**src/dda_pkg.sv**
```systemverilog
package dda_pkg;

    localparam int DimW    = 13;
    localparam int CoordW  = 18;
    localparam int RangeW  = 18;
    localparam int PosW    = 48;
    localparam int FracW   = 32;
    localparam int StepW   = 13;
    localparam int ColorW  = 8;
    localparam int PixW    = 12;
    localparam int AddrW   = 26;

    localparam int DivNumW = 51;
    localparam int DivDenW = 30;
    localparam int DivQW   = 33;
    localparam int DivCntW = 6;

    localparam logic [StepW-1:0] STEP_MAX = {StepW{1'b1}};

    typedef enum logic [1:0] {
        STS_PIXEL = 2'd0,
        STS_SKIP  = 2'd1,
        STS_DONE  = 2'd2
    } t_status;

    typedef struct packed {
        logic cap;
        logic prep;
        logic mul;
        logic zero_line;
        logic start_major;
        logic take_major;
        logic start_minor;
        logic commit;
        logic step_add;
        logic step_pix;
        logic step_clamp;
        logic step_lin;
        logic out_load;
    } t_cmd;

    typedef struct packed {
        logic total_zero;
        logic div_done;
        logic out_free;
    } t_sts;

endpackage

```
**src/dda_div.sv**
```systemverilog
module dda_div (
    input  logic                         i_clk,
    input  logic                         i_rst_n,
    input  logic                         i_start,
    input  logic [dda_pkg::DivNumW-1:0]  i_num,
    input  logic [dda_pkg::DivDenW-1:0]  i_den,
    output logic                         o_done,
    output logic [dda_pkg::DivQW-1:0]    o_quo
);
    import dda_pkg::*;

    logic [DivCntW-1:0] r_cnt;
    logic               r_done;
    logic [DivDenW-1:0] r_rem;
    logic [DivDenW-1:0] r_den;
    logic [DivQW-1:0]   r_q;

    logic [DivDenW:0]   w_shift;
    logic [DivDenW:0]   w_diff;
    logic               w_ge;

    assign w_shift = {r_rem, r_q[DivQW-1]};
    assign w_ge    = w_shift >= {1'b0, r_den};
    assign w_diff  = w_shift - {1'b0, r_den};

    always_ff @(posedge i_clk) begin
        if (!i_rst_n) begin
            r_cnt  <= '0;
            r_done <= 1'b0;
        end else begin
            r_done <= (r_cnt == DivCntW'(1)) && !i_start;
            if (i_start) begin
                r_cnt <= DivCntW'(DivQW);
            end else if (r_cnt != '0) begin
                r_cnt <= r_cnt - DivCntW'(1);
            end
        end
    end

    always_ff @(posedge i_clk) begin
        if (i_start) begin
            r_rem <= DivDenW'(i_num[DivNumW-1:DivQW]);
            r_q   <= i_num[DivQW-1:0];
            r_den <= i_den;
        end else if (r_cnt != '0) begin
            r_rem <= w_ge ? w_diff[DivDenW-1:0] : w_shift[DivDenW-1:0];
            r_q   <= {r_q[DivQW-2:0], w_ge};
        end
    end

    assign o_done = r_done;
    assign o_quo  = r_q;

endmodule

```
**src/dda_dp.sv**
```systemverilog
module dda_dp #(
    parameter int BYTES_PER_PIXEL = 4,
    parameter int MAX_DIM         = 4096
) (
    input  logic                              i_clk,
    input  logic                              i_rst_n,
    input  dda_pkg::t_cmd                     i_cmd,
    output dda_pkg::t_sts                     o_sts,
    input  logic                              i_cfg_we,
    input  logic                              i_cfg_index,
    input  logic [dda_pkg::DimW-1:0]          i_cfg_data,
    input  logic signed [dda_pkg::CoordW-1:0] i_first_x,
    input  logic signed [dda_pkg::CoordW-1:0] i_first_y,
    input  logic signed [dda_pkg::CoordW-1:0] i_second_x,
    input  logic signed [dda_pkg::CoordW-1:0] i_second_y,
    input  logic [dda_pkg::ColorW-1:0]        i_red_in,
    input  logic [dda_pkg::ColorW-1:0]        i_green_in,
    input  logic [dda_pkg::ColorW-1:0]        i_blue_in,
    input  logic                              i_out_stall,
    output logic                              o_out_valid,
    output logic [1:0]                        o_status,
    output logic [dda_pkg::PixW-1:0]          o_pixel_x,
    output logic [dda_pkg::PixW-1:0]          o_pixel_y,
    output logic [dda_pkg::AddrW-1:0]         o_byte_address,
    output logic [dda_pkg::ColorW-1:0]        o_red_out,
    output logic [dda_pkg::ColorW-1:0]        o_green_out,
    output logic [dda_pkg::ColorW-1:0]        o_blue_out,
    output logic                              o_last_pixel
);
    import dda_pkg::*;

    localparam int ProdW = DivQW + DimW;
    localparam int LinW  = 2 * PixW + 1;
    localparam int FullW = LinW + 3;

    typedef enum logic {
        CFG_WIDTH  = 1'b0,
        CFG_HEIGHT = 1'b1
    } t_cfg_idx;

    function automatic logic [DimW-1:0] dim_of(input logic [DimW-1:0] r);
        logic [DimW-1:0] v;
        v = r;
        if (r == '0) begin
            v = DimW'(1);
        end else if (r > DimW'(MAX_DIM)) begin
            v = DimW'(MAX_DIM);
        end
        return v;
    endfunction

    logic [DimW-1:0]          r_frame_w;
    logic [DimW-1:0]          r_frame_h;

    logic signed [CoordW-1:0] r_x1, r_y1, r_x2, r_y2;
    logic [3*ColorW-1:0]      r_color_in;

    logic                     r_axis_y;
    logic                     r_neg;
    logic [RangeW-1:0]        r_total;
    logic [RangeW-1:0]        r_minor;
    logic [DimW-1:0]          r_dim;
    logic [DivDenW-1:0]       r_den;
    logic [StepW-1:0]         r_cnt;
    logic [DivQW-1:0]         r_major;

    logic [PosW-1:0]          r_pos_x, r_pos_y;
    logic [PosW-1:0]          r_inc_x, r_inc_y;
    logic [StepW-1:0]         r_steps;
    logic [3*ColorW-1:0]      r_line_color;
    logic                     r_active;

    t_status                  r_kind;
    logic [ProdW-1:0]         r_colp, r_rowp;
    logic [PixW-1:0]          r_col, r_row;
    logic [LinW-1:0]          r_lin;

    logic                     r_out_valid;
    t_status                  r_out_status;
    logic [PixW-1:0]          r_out_x, r_out_y;
    logic [AddrW-1:0]         r_out_addr;
    logic [3*ColorW-1:0]      r_out_color;
    logic                     r_out_last;

    logic signed [CoordW-1:0] w_lx, w_ly, w_rx, w_ry, w_tx, w_ty, w_bx, w_by;
    logic signed [CoordW:0]   w_rng_x, w_rng_y;
    logic                     w_axis_y;
    logic signed [CoordW-1:0] w_sx, w_sy;
    logic [DimW-1:0]          w_dim_w, w_dim_h;
    logic [RangeW+DimW-1:0]   w_den_full;
    logic                     w_div_start;
    logic [DivNumW-1:0]       w_div_num;
    logic [DivDenW-1:0]       w_div_den;
    logic                     w_div_done;
    logic [DivQW-1:0]         w_quo;
    logic [PosW-1:0]          w_inc_major, w_inc_minor;
    logic                     w_can_step;
    logic                     w_neg, w_over;
    logic [PixW+1:0]          w_col_raw, w_row_raw;
    logic [FullW-1:0]         w_addr_full;

    assign w_dim_w = dim_of(r_frame_w);
    assign w_dim_h = dim_of(r_frame_h);

    always_ff @(posedge i_clk) begin
        if (!i_rst_n) begin
            r_frame_w <= DimW'(640);
            r_frame_h <= DimW'(480);
        end else if (i_cfg_we) begin
            case (t_cfg_idx'(i_cfg_index))
                CFG_WIDTH:  r_frame_w <= i_cfg_data;
                CFG_HEIGHT: r_frame_h <= i_cfg_data;
                default:    r_frame_w <= r_frame_w;
            endcase
        end
    end

    always_comb begin
        w_lx = i_first_x;
        w_ly = i_first_y;
        w_rx = i_second_x;
        w_ry = i_second_y;
        w_tx = i_first_x;
        w_ty = i_first_y;
        w_bx = i_second_x;
        w_by = i_second_y;
        w_lx = r_x1; w_ly = r_y1; w_rx = r_x2; w_ry = r_y2;
        w_tx = r_x1; w_ty = r_y1; w_bx = r_x2; w_by = r_y2;
        if (r_x2 < r_x1) begin
            w_lx = r_x2; w_ly = r_y2; w_rx = r_x1; w_ry = r_y1;
        end
        if (r_y2 > r_y1) begin
            w_tx = r_x2; w_ty = r_y2; w_bx = r_x1; w_by = r_y1;
        end
    end

    assign w_rng_x  = {w_rx[CoordW-1], w_rx} - {w_lx[CoordW-1], w_lx};
    assign w_rng_y  = {w_ty[CoordW-1], w_ty} - {w_by[CoordW-1], w_by};
    assign w_axis_y = w_rng_y[RangeW-1:0] > w_rng_x[RangeW-1:0];
    assign w_sx     = w_axis_y ? w_bx : w_lx;
    assign w_sy     = w_axis_y ? w_by : w_ly;

    assign w_den_full = r_total * r_dim;

    always_ff @(posedge i_clk) begin
        if (i_cmd.cap) begin
            r_x1       <= i_first_x;
            r_y1       <= i_first_y;
            r_x2       <= i_second_x;
            r_y2       <= i_second_y;
            r_color_in <= {i_red_in, i_green_in, i_blue_in};
        end
        if (i_cmd.prep) begin
            r_axis_y <= w_axis_y;
            r_total  <= w_axis_y ? w_rng_y[RangeW-1:0] : w_rng_x[RangeW-1:0];
            r_minor  <= w_axis_y ? w_rng_x[RangeW-1:0] : w_rng_y[RangeW-1:0];
            r_neg    <= w_axis_y ? (w_bx > w_tx) : (w_ly > w_ry);
            r_dim    <= w_axis_y ? w_dim_h : w_dim_w;
        end
        if (i_cmd.mul) begin
            r_den <= w_den_full[DivDenW-1:0];
            if (|w_den_full[RangeW+DimW-1:StepW+16]) begin
                r_cnt <= STEP_MAX;
            end else begin
                r_cnt <= w_den_full[StepW+15:16];
            end
        end
        if (i_cmd.take_major) begin
            r_major <= w_quo;
        end
    end

    always_comb begin
        w_div_start = i_cmd.start_major || i_cmd.start_minor;
        if (i_cmd.start_minor) begin
            w_div_num = {1'b0, r_minor, {FracW{1'b0}}} + DivNumW'(r_den >> 1);
            w_div_den = r_den;
        end else begin
            w_div_num = (DivNumW'(1) << FracW) + DivNumW'(r_dim >> 1);
            w_div_den = DivDenW'(r_dim);
        end
    end

    dda_div u_div (
        .i_clk   (i_clk),
        .i_rst_n (i_rst_n),
        .i_start (w_div_start),
        .i_num   (w_div_num),
        .i_den   (w_div_den),
        .o_done  (w_div_done),
        .o_quo   (w_quo)
    );

    assign w_inc_major = PosW'(r_major);
    assign w_inc_minor = r_neg ? (PosW'(0) - PosW'(w_quo)) : PosW'(w_quo);
    assign w_can_step  = r_active && (r_steps != '0);
    assign w_neg       = r_pos_x[PosW-1] || r_pos_y[PosW-1];
    assign w_over      = (|r_pos_x[PosW-2:FracW+1])
                      || (r_pos_x[FracW] && (|r_pos_x[FracW-1:0]))
                      || (|r_pos_y[PosW-2:FracW+1])
                      || (r_pos_y[FracW] && (|r_pos_y[FracW-1:0]));
    assign w_col_raw   = r_colp[ProdW-1:FracW];
    assign w_row_raw   = r_rowp[ProdW-1:FracW];

    always_ff @(posedge i_clk) begin
        if (!i_rst_n) begin
            r_active <= 1'b0;
            r_steps  <= '0;
        end else begin
            if (i_cmd.zero_line) begin
                r_steps  <= '0;
                r_active <= 1'b0;
            end
            if (i_cmd.commit) begin
                r_steps  <= r_cnt;
                r_active <= r_cnt != '0;
            end
            if (i_cmd.step_add) begin
                if (w_can_step) begin
                    r_steps <= r_steps - StepW'(1);
                    if (r_steps == StepW'(1)) begin
                        r_active <= 1'b0;
                    end
                end else begin
                    r_active <= 1'b0;
                end
            end
            if (i_cmd.step_pix && (r_kind == STS_PIXEL) && !w_neg && w_over) begin
                r_active <= 1'b0;
            end
        end
    end

    always_ff @(posedge i_clk) begin
        if (i_cmd.prep) begin
            r_pos_x      <= {{(PosW-CoordW-16){w_sx[CoordW-1]}}, w_sx, 16'b0};
            r_pos_y      <= {{(PosW-CoordW-16){w_sy[CoordW-1]}}, w_sy, 16'b0};
            r_line_color <= r_color_in;
        end
        if (i_cmd.zero_line) begin
            r_inc_x <= '0;
            r_inc_y <= '0;
        end
        if (i_cmd.commit) begin
            r_inc_x <= r_axis_y ? w_inc_minor : w_inc_major;
            r_inc_y <= r_axis_y ? w_inc_major : w_inc_minor;
        end
        if (i_cmd.step_add) begin
            if (w_can_step) begin
                r_pos_x <= r_pos_x + r_inc_x;
                r_pos_y <= r_pos_y + r_inc_y;
                r_kind  <= STS_PIXEL;
            end else begin
                r_kind  <= STS_DONE;
            end
        end
        if (i_cmd.step_pix) begin
            r_colp <= r_pos_x[FracW:0] * w_dim_w;
            r_rowp <= r_pos_y[FracW:0] * w_dim_h;
            if (r_kind == STS_PIXEL) begin
                if (w_neg) begin
                    r_kind <= STS_SKIP;
                end else if (w_over) begin
                    r_kind <= STS_DONE;
                end
            end
        end
        if (i_cmd.step_clamp) begin
            r_col <= (w_col_raw >= (PixW+2)'(w_dim_w)) ? PixW'(w_dim_w - DimW'(1))
                                                      : w_col_raw[PixW-1:0];
            r_row <= (w_row_raw >= (PixW+2)'(w_dim_h)) ? PixW'(w_dim_h - DimW'(1))
                                                      : w_row_raw[PixW-1:0];
        end
        if (i_cmd.step_lin) begin
            r_lin <= (LinW'(r_row) * LinW'(w_dim_w)) + LinW'(r_col);
        end
    end

    assign w_addr_full = FullW'(r_lin) * FullW'(BYTES_PER_PIXEL);

    always_ff @(posedge i_clk) begin
        if (!i_rst_n) begin
            r_out_valid <= 1'b0;
        end else if (i_cmd.out_load) begin
            r_out_valid <= 1'b1;
        end else if (!i_out_stall) begin
            r_out_valid <= 1'b0;
        end
    end

    always_ff @(posedge i_clk) begin
        if (i_cmd.out_load) begin
            r_out_status <= r_kind;
            r_out_last   <= !r_active;
            if (r_kind == STS_PIXEL) begin
                r_out_x     <= r_col;
                r_out_y     <= r_row;
                r_out_addr  <= w_addr_full[AddrW-1:0];
                r_out_color <= r_line_color;
            end else begin
                r_out_x     <= '0;
                r_out_y     <= '0;
                r_out_addr  <= '0;
                r_out_color <= '0;
            end
        end
    end

    assign o_sts.total_zero = r_total == '0;
    assign o_sts.div_done   = w_div_done;
    assign o_sts.out_free   = !r_out_valid || !i_out_stall;

    assign o_out_valid    = r_out_valid;
    assign o_status       = r_out_status;
    assign o_pixel_x      = r_out_x;
    assign o_pixel_y      = r_out_y;
    assign o_byte_address = r_out_addr;
    assign o_red_out      = r_out_color[3*ColorW-1:2*ColorW];
    assign o_green_out    = r_out_color[2*ColorW-1:ColorW];
    assign o_blue_out     = r_out_color[ColorW-1:0];
    assign o_last_pixel   = r_out_last;

    a_active_has_steps: assert property (@(posedge i_clk) disable iff (!i_rst_n)
        r_active |-> (r_steps != '0))
        else $error("line active with no steps left");

    a_idle_fields_zero: assert property (@(posedge i_clk) disable iff (!i_rst_n)
        (r_out_valid && (r_out_status != STS_PIXEL)) |->
        (r_out_x == '0 && r_out_y == '0 && r_out_addr == '0 && r_out_color == '0))
        else $error("skip or finished word carries pixel data");

    a_done_is_last: assert property (@(posedge i_clk) disable iff (!i_rst_n)
        (r_out_valid && (r_out_status == STS_DONE)) |-> r_out_last)
        else $error("finished word without last_pixel");

endmodule

```
**src/dda_ctrl.sv**
```systemverilog
module dda_ctrl (
    input  logic          i_clk,
    input  logic          i_rst_n,
    input  logic          i_in_valid,
    input  logic          i_req_type,
    output logic          o_in_stall,
    output dda_pkg::t_cmd o_cmd,
    input  dda_pkg::t_sts i_sts
);
    import dda_pkg::*;

    typedef enum logic [9:0] {
        S_IDLE  = 10'b00_0000_0001,
        S_PREP  = 10'b00_0000_0010,
        S_MUL   = 10'b00_0000_0100,
        S_WMJ   = 10'b00_0000_1000,
        S_WMN   = 10'b00_0001_0000,
        S_ADD   = 10'b00_0010_0000,
        S_PIX   = 10'b00_0100_0000,
        S_CLMP  = 10'b00_1000_0000,
        S_LIN   = 10'b01_0000_0000,
        S_OUT   = 10'b10_0000_0000
    } t_state;

    t_state r_state;
    t_state n_state;
    t_cmd   w_cmd;

    always_comb begin
        n_state = r_state;
        w_cmd   = '0;
        case (r_state)
            S_IDLE: begin
                if (i_in_valid) begin
                    w_cmd.cap = 1'b1;
                    n_state   = i_req_type ? S_ADD : S_PREP;
                end
            end
            S_PREP: begin
                w_cmd.prep = 1'b1;
                n_state    = S_MUL;
            end
            S_MUL: begin
                w_cmd.mul = 1'b1;
                if (i_sts.total_zero) begin
                    w_cmd.zero_line = 1'b1;
                    n_state         = S_IDLE;
                end else begin
                    w_cmd.start_major = 1'b1;
                    n_state           = S_WMJ;
                end
            end
            S_WMJ: begin
                if (i_sts.div_done) begin
                    w_cmd.take_major  = 1'b1;
                    w_cmd.start_minor = 1'b1;
                    n_state           = S_WMN;
                end
            end
            S_WMN: begin
                if (i_sts.div_done) begin
                    w_cmd.commit = 1'b1;
                    n_state      = S_IDLE;
                end
            end
            S_ADD: begin
                w_cmd.step_add = 1'b1;
                n_state        = S_PIX;
            end
            S_PIX: begin
                w_cmd.step_pix = 1'b1;
                n_state        = S_CLMP;
            end
            S_CLMP: begin
                w_cmd.step_clamp = 1'b1;
                n_state          = S_LIN;
            end
            S_LIN: begin
                w_cmd.step_lin = 1'b1;
                n_state        = S_OUT;
            end
            S_OUT: begin
                if (i_sts.out_free) begin
                    w_cmd.out_load = 1'b1;
                    n_state        = S_IDLE;
                end
            end
            default: begin
                n_state = S_IDLE;
            end
        endcase
    end

    always_ff @(posedge i_clk) begin
        if (!i_rst_n) begin
            r_state <= S_IDLE;
        end else begin
            r_state <= n_state;
        end
    end

    assign o_in_stall = r_state != S_IDLE;
    assign o_cmd      = w_cmd;

    a_div_done_waiting: assert property (@(posedge i_clk) disable iff (!i_rst_n)
        i_sts.div_done |-> (r_state == S_WMJ || r_state == S_WMN))
        else $error("divider finished outside a wait state");

    a_accept_leaves_idle: assert property (@(posedge i_clk) disable iff (!i_rst_n)
        w_cmd.cap |=> (r_state == S_ADD || r_state == S_PREP))
        else $error("accepted word did not start work");

    a_load_only_free: assert property (@(posedge i_clk) disable iff (!i_rst_n)
        w_cmd.out_load |-> (r_state == S_OUT && i_sts.out_free))
        else $error("output register overwritten");

endmodule

```
**src/dda_line_rasterizer.sv**
```systemverilog
// DDA line rasterizer, normalized Q2.16 endpoints to frame pixels.
// Input channel (i_in_valid / o_in_stall): a load word (i_req_type 0) sets up a
// line from two endpoints and a color and gives no result; a step word
// (i_req_type 1) advances one step and gives exactly one result word.
// Output channel (o_out_valid / i_out_stall): status, pixel column and row,
// byte address, color and last_pixel.
// Config port (i_cfg_we, i_cfg_index, i_cfg_data): 0 frame width, 1 frame height;
// write only while no word is in flight.
// Step word: the add, pixel, clamp and linear states run, then the output state
// loads the result once the output register is free; the controller is idle
// again as the result enters it and takes no new word before then. The address
// multiply is the last of four per-step stages. Load word: two passes of the
// shared radix-2 divider, 33 quotient bits each (major then minor increment);
// none when both endpoints span no range on the major axis.
// Reset: no line active, frame 640 x 480, output empty.
// Output stall: the result word holds; the next step's result waits in the
// controller until the output register frees, while a load word still runs.
module dda_line_rasterizer #(
    parameter int BYTES_PER_PIXEL = 4,
    parameter int MAX_DIM         = 4096
) (
    input  logic                              i_clk,
    input  logic                              i_rst_n,
    input  logic                              i_in_valid,
    output logic                              o_in_stall,
    input  logic                              i_req_type,
    input  logic signed [dda_pkg::CoordW-1:0] i_first_x,
    input  logic signed [dda_pkg::CoordW-1:0] i_first_y,
    input  logic signed [dda_pkg::CoordW-1:0] i_second_x,
    input  logic signed [dda_pkg::CoordW-1:0] i_second_y,
    input  logic [dda_pkg::ColorW-1:0]        i_red_in,
    input  logic [dda_pkg::ColorW-1:0]        i_green_in,
    input  logic [dda_pkg::ColorW-1:0]        i_blue_in,
    output logic                              o_out_valid,
    input  logic                              i_out_stall,
    output logic [1:0]                        o_status,
    output logic [dda_pkg::PixW-1:0]          o_pixel_x,
    output logic [dda_pkg::PixW-1:0]          o_pixel_y,
    output logic [dda_pkg::AddrW-1:0]         o_byte_address,
    output logic [dda_pkg::ColorW-1:0]        o_red_out,
    output logic [dda_pkg::ColorW-1:0]        o_green_out,
    output logic [dda_pkg::ColorW-1:0]        o_blue_out,
    output logic                              o_last_pixel,
    input  logic                              i_cfg_we,
    input  logic                              i_cfg_index,
    input  logic [dda_pkg::DimW-1:0]          i_cfg_data
);
    import dda_pkg::*;

    t_cmd w_cmd;
    t_sts w_sts;

    dda_ctrl u_ctrl (
        .i_clk      (i_clk),
        .i_rst_n    (i_rst_n),
        .i_in_valid (i_in_valid),
        .i_req_type (i_req_type),
        .o_in_stall (o_in_stall),
        .o_cmd      (w_cmd),
        .i_sts      (w_sts)
    );

    dda_dp #(
        .BYTES_PER_PIXEL (BYTES_PER_PIXEL),
        .MAX_DIM         (MAX_DIM)
    ) u_dp (
        .i_clk          (i_clk),
        .i_rst_n        (i_rst_n),
        .i_cmd          (w_cmd),
        .o_sts          (w_sts),
        .i_cfg_we       (i_cfg_we),
        .i_cfg_index    (i_cfg_index),
        .i_cfg_data     (i_cfg_data),
        .i_first_x      (i_first_x),
        .i_first_y      (i_first_y),
        .i_second_x     (i_second_x),
        .i_second_y     (i_second_y),
        .i_red_in       (i_red_in),
        .i_green_in     (i_green_in),
        .i_blue_in      (i_blue_in),
        .i_out_stall    (i_out_stall),
        .o_out_valid    (o_out_valid),
        .o_status       (o_status),
        .o_pixel_x      (o_pixel_x),
        .o_pixel_y      (o_pixel_y),
        .o_byte_address (o_byte_address),
        .o_red_out      (o_red_out),
        .o_green_out    (o_green_out),
        .o_blue_out     (o_blue_out),
        .o_last_pixel   (o_last_pixel)
    );

endmodule

```
**config.mk**
```make
export PLATFORM = sky130hd
export DESIGN_NAME = dda_line_rasterizer
export DESIGN_NICKNAME = d
export VERILOG_FILES = /design/src/dda_pkg.sv /design/src/dda_div.sv /design/src/dda_dp.sv /design/src/dda_ctrl.sv /design/src/dda_line_rasterizer.sv
export SDC_FILE = /design/constraint.sdc
export NUM_CORES = 2
export LEC_CHECK = 0
export ABC_CLOCK_PERIOD_IN_PS = 7200
export BUFFER_PORTS_ARGS = -buffer_cell sky130_fd_sc_hd__buf_4
export CORE_AREA = 2 2 395 397
export CTS_BUF_LIST = sky130_fd_sc_hd__clkbuf_4
export CTS_CLUSTER_DIAMETER = 200
export DETAILED_ROUTE_END_ITERATION = 10
export DIE_AREA = 0 0 397 399
export PLACE_DENSITY = 0.72
export SLEW_MARGIN = 25
export SYNTH_ARGS = -nofsm -noshare
export SYNTH_HDL_FRONTEND = slang
export SYNTH_HIERARCHICAL = 1
export SYNTH_SLANG_ARGS = --single-unit
```
**constraint.sdc**
```tcl
create_clock -name i_clk -period 7.2 [get_ports i_clk]
set_input_delay 0.36 -clock i_clk [delete_from_list [all_inputs] [get_ports i_clk]]
set_output_delay 0.36 -clock i_clk [all_outputs]
set_load 0.05 [all_outputs]
```
==> flow_metrics.py <==
metrics = {
    "status": {
        "status": "finished clean",
    },
    "flow_run": {
        "max_cap_viol_count": 0,
    },
    "die": {
        "die_h_um": 399,
        "die_w_um": 397,
        "rows": 144,
        "io_pins": 195,
        "initial_core_util": 0.4993,
        "dieArea_sq_um": 158400,
        "core_sq_um": 153700,
    },
    "grt": {
        "grt.total_usage": 0.2765,
        "antenna_found_initial": 9,
        "grt_pass1_vias": 62850,
        "met1_usage": 0.3523,
        "use_met3": 0.05901,
        "grt_pass1_wl_mm": 344.2,
        "overflow": 0,
        "busiest_layer": "met2",
        "grtUsageMet2": 0.4506,
        "grt_max_degree": 122,
    },
    "yosys": {
        "ys_warn_count": 6,
        "synth_cells": 8093,
        "synth.distinct_cells": 105,
        "synth_top_family_by_area": "adder cells",
        "synth-edff-count": 547,
        "synthMuxAreaShare": 0.01802,
        "ys_ff_latch": 715,
        "synth_xor_xnor_area_share": 0.03025,
        "synth_area_sq_um": 76740,
        "async_reset_ff_frac": 0,
        "yosys.area_share.simple": 0.1644,
        "yosysSeqAreaShare": 0.2579,
        "synth_fa_ha_area_frac": 0.3421,
        "synthFlopType": "edfxtp_1",
        "synth-compound-area-share": 0.1039,
        "synth.avg_cell_area_sq_um": 9.482,
    },
    "worst_setup_path": {
        "cp.arrival_ps": 7960,
        "critPathSlowestCell": "edfxtp_1",
        "worstSetupEndpointType": "flip-flop",
        "cp_common_cell": "buf_4",
        "path_class": "reg2reg",
        "max_stage_delay_ps": 510,
        "worstSetupStartpointType": "flip-flop",
        "worstPathMaxFanout": 18,
        "required_ps": 8230,
    },
    "layout": {
        "fin_util": 0.5648,
        "syn2layout_area_growth_pct": 13.12,
        "drive_above_1_share": 0.1101,
        "layout.nets": 10240,
        "multiInputGateArea_sq_um": 50840,
        "ff_latch_area_sq_um": 19790,
        "fillers": 13190,
    },
    "worst_hold_path": {
        "hp-class": "in2reg",
    },
    "clocking": {
        "cts_made_buffers": 189,
        "clkSinkCount": 715,
        "clock-root-buffer": "clkbuf_4",
        "insertion_delay_ps": 1130,
        "clk_path_buf_depth": 3,
        "cts.reportedPaths.clkPinSlew_ps": 60,
        "cts_tree": "done",
        "htreeDepth": 4,
    },
    "timing": {
        "finalCritPeriodShare": 0.9621,
        "setup_viol": 0,
        "period_needed_ps": 6927,
        "drv_slew": 0,
        "tightest_slew_ps": 997.3,
        "slew_headroom": 0.3344,
        "fmax_mhz": 144.4,
        "worst_clock_skew_ps": 128.6,
        "finalHoldViolations": 0,
        "tns_ps": 0,
        "timing.hold.ws_ps": 160.2,
    },
    "drt": {
        "routedWlPerCell_um": 20.20,
        "drc": 0,
        "first_pass_iters": 6,
        "vias": 60710,
        "wirelength_mm": 218.1,
        "antenna_left": 0,
        "drtIter0Drc": 5127,
        "viasPerCell": 5.621,
    },
    "power_and_ir_drop": {
        "ir_drop_v": 0.0003942,
        "powerDensity_nw_per_um2": 300.0,
        "leakage_nw": 41.03,
    },
    "place": {
        "post-dp-hpwl_mm": 166.3,
        "numPortBuffers": 192,
        "place.gp.congestion": 0.9499,
    },
}
layer usage:
| layer | part of all wire | vias up |
|---|---|---|
| met5 | 0.00016 | - |
| met1 | 0.40 | 30060 |
| met3 | 0.085 | 525 |
| li1 | - | 27510 |
| met4 | 0.047 | 6 |
| met2 | 0.46 | 2607 |
sequential cells by signal, indices dropped and copies added, names as in the netlist, 30 cells and up:
register,cells
u_dp/r_major,33
u_dp/u_div/o_quo,33
u_dp/r_pos_y,48
u_dp/r_inc_y,34
u_dp/r_den,30
u_dp/r_inc_x,34
u_dp/u_div/r_den,30
u_dp/r_pos_x,48
u_dp/u_div/r_rem,30
metrics by stage:
stage / worst slack (ps) / area, sq um / power, mW / std cells
final: 272.9 / 86800 / 26.04 / 10800
after global routing: -31.47 / 86800 / 28.37 / 10800
after CTS: 179.3 / 86490 / 25.89 / 10770
after detailed placement: 177.1 / 81490 / 21.83 / 10180
after global placement: 316.2 / 81460 / 21.42 / 10180
after floorplan: 376.8 / 76750 / 17.05 / 8098
critical path: cells and delay by family, from the launching register on:
kind / cells / cell delay (ps)
compound gates: 15 / 3500
xor+xnor: 1 / 200
fa+ha+maj: 3 / 940
buf+inv: 5 / 810
flops: 1 / 510
mux: 2 / 570
simple gates: 3 / 320
Yosys cell counts, drive strengths merged, types with 31 or more instances:
cell / number / area (sq um)
mux2i: 38 / 380.4
o211ai: 88 / 670.6
a21oi: 285 / 1453
and3: 36 / 225.2
xnor2: 160 / 1401
nand2: 1248 / 4687
clkbuf: 351 / 1318
nor2b: 72 / 450.4
ha: 532 / 6656
nor4: 54 / 356.6
o211a: 58 / 580.6
and2: 572 / 3585
dfxtp: 168 / 3363
nand4: 43 / 275.3
a211oi: 34 / 265.3
nor3: 63 / 325.3
fa: 979 / 19600
or3: 36 / 225.2
buf: 49 / 292.8
o21a: 31 / 232.7
mux2: 89 / 1002
o21ai: 250 / 1262
nand3: 120 / 610.6
xor2: 105 / 919.6
edfxtp: 547 / 16430
inv: 1274 / 4782
nand2b: 75 / 469.2
nor2: 230 / 865.8
a31oi: 71 / 469.2
a21o: 126 / 945.9
cells in the final DEF, fill, tap and decap left out, types with 17 or more instances in the layout:
cell type	n
o22ai_1	19
o21ai_0	231
clkbuf_4	274
o211a_1	58
o21a_1	30
a21oi_1	280
o211ai_1	86
fa_1	979
or3_1	36
o31ai_1	22
nor2_1	225
clkinv_1	41
and2_1	568
nor3_1	59
nor4_1	50
a21o_1	126
nand2_1	1246
dfxtp_1	166
xor2_1	105
a211oi_1	31
edfxtp_1	547
xnor2_1	160
nand3_1	117
o21bai_1	27
nand2b_1	75
inv_1	1271
and3_1	35
mux2_2	88
buf_12	21
a31oi_1	66
dlygate4sd3_1	249
mux2i_1	37
buf_4	446
and4_1	17
a221oi_1	24
ha_1	525
nand4_1	42
nor2b_1	49
worst paths after layout:
| check | start | endpoint | slack (ps) | cells after the start |
|---|---|---|---|---|
| worst min register to register | u_dp/r_color_in[10] | u_dp/r_line_color[10] | 410 | 0 |
| worst min-delay path | i_out_stall | u_dp/o_out_valid | 160 | 4 |
| worst max register to register | u_dp/r_x2[3] | u_dp/r_pos_y[17] | 270 | 29 |
| worst max-delay path | u_dp/r_x2[3] | u_dp/r_pos_y[17] | 270 | 29 |
layout make-up:
| cell class | instances | area share |
|---|---|---|
| antenna | 3 | 0.00008649 |
| clock buffer | 274 | 0.02370 |
| clock inverter | 61 | 0.005218 |
| inverter | 1274 | 0.05509 |
| multi-input combinational | 5709 | 0.5857 |
| sequential | 715 | 0.2280 |
| tap | 2044 | 0.02946 |
| timing repair buffer | 719 | 0.07271 |
power breakdown:
group / leakage [nW] / switching [mW] / internal [mW]
sequential: 6.54 / 0.798 / 5.61
combinational: 33.0 / 9.23 / 6.62
clock: 1.47 / 1.82 / 1.97
total: 41.0 / 11.8 / 14.2
kinds of logic (layout without fill, tap and decap cells):
group	Yosys count	count (layout)
buf+inv	1674	2328
flops	715	715
xor+xnor	265	265
fa+ha+maj	1511	1511
simple gates	2613	2613
other cells	1	9
mux	127	127
compound gates	1187	1187
what timing repair did:
| action | CTS | global route |
|---|---|---|
| endpoints found under the setup margin | 0 | 44 |
| hold buffers | 249 | 0 |
| endpoints found under the hold margin | 181 | 0 |
| gates resized for setup | 0 | 19 |
| setup buffers | 0 | 28 |
No activity file was read; power rests on OpenSTA's default activity.
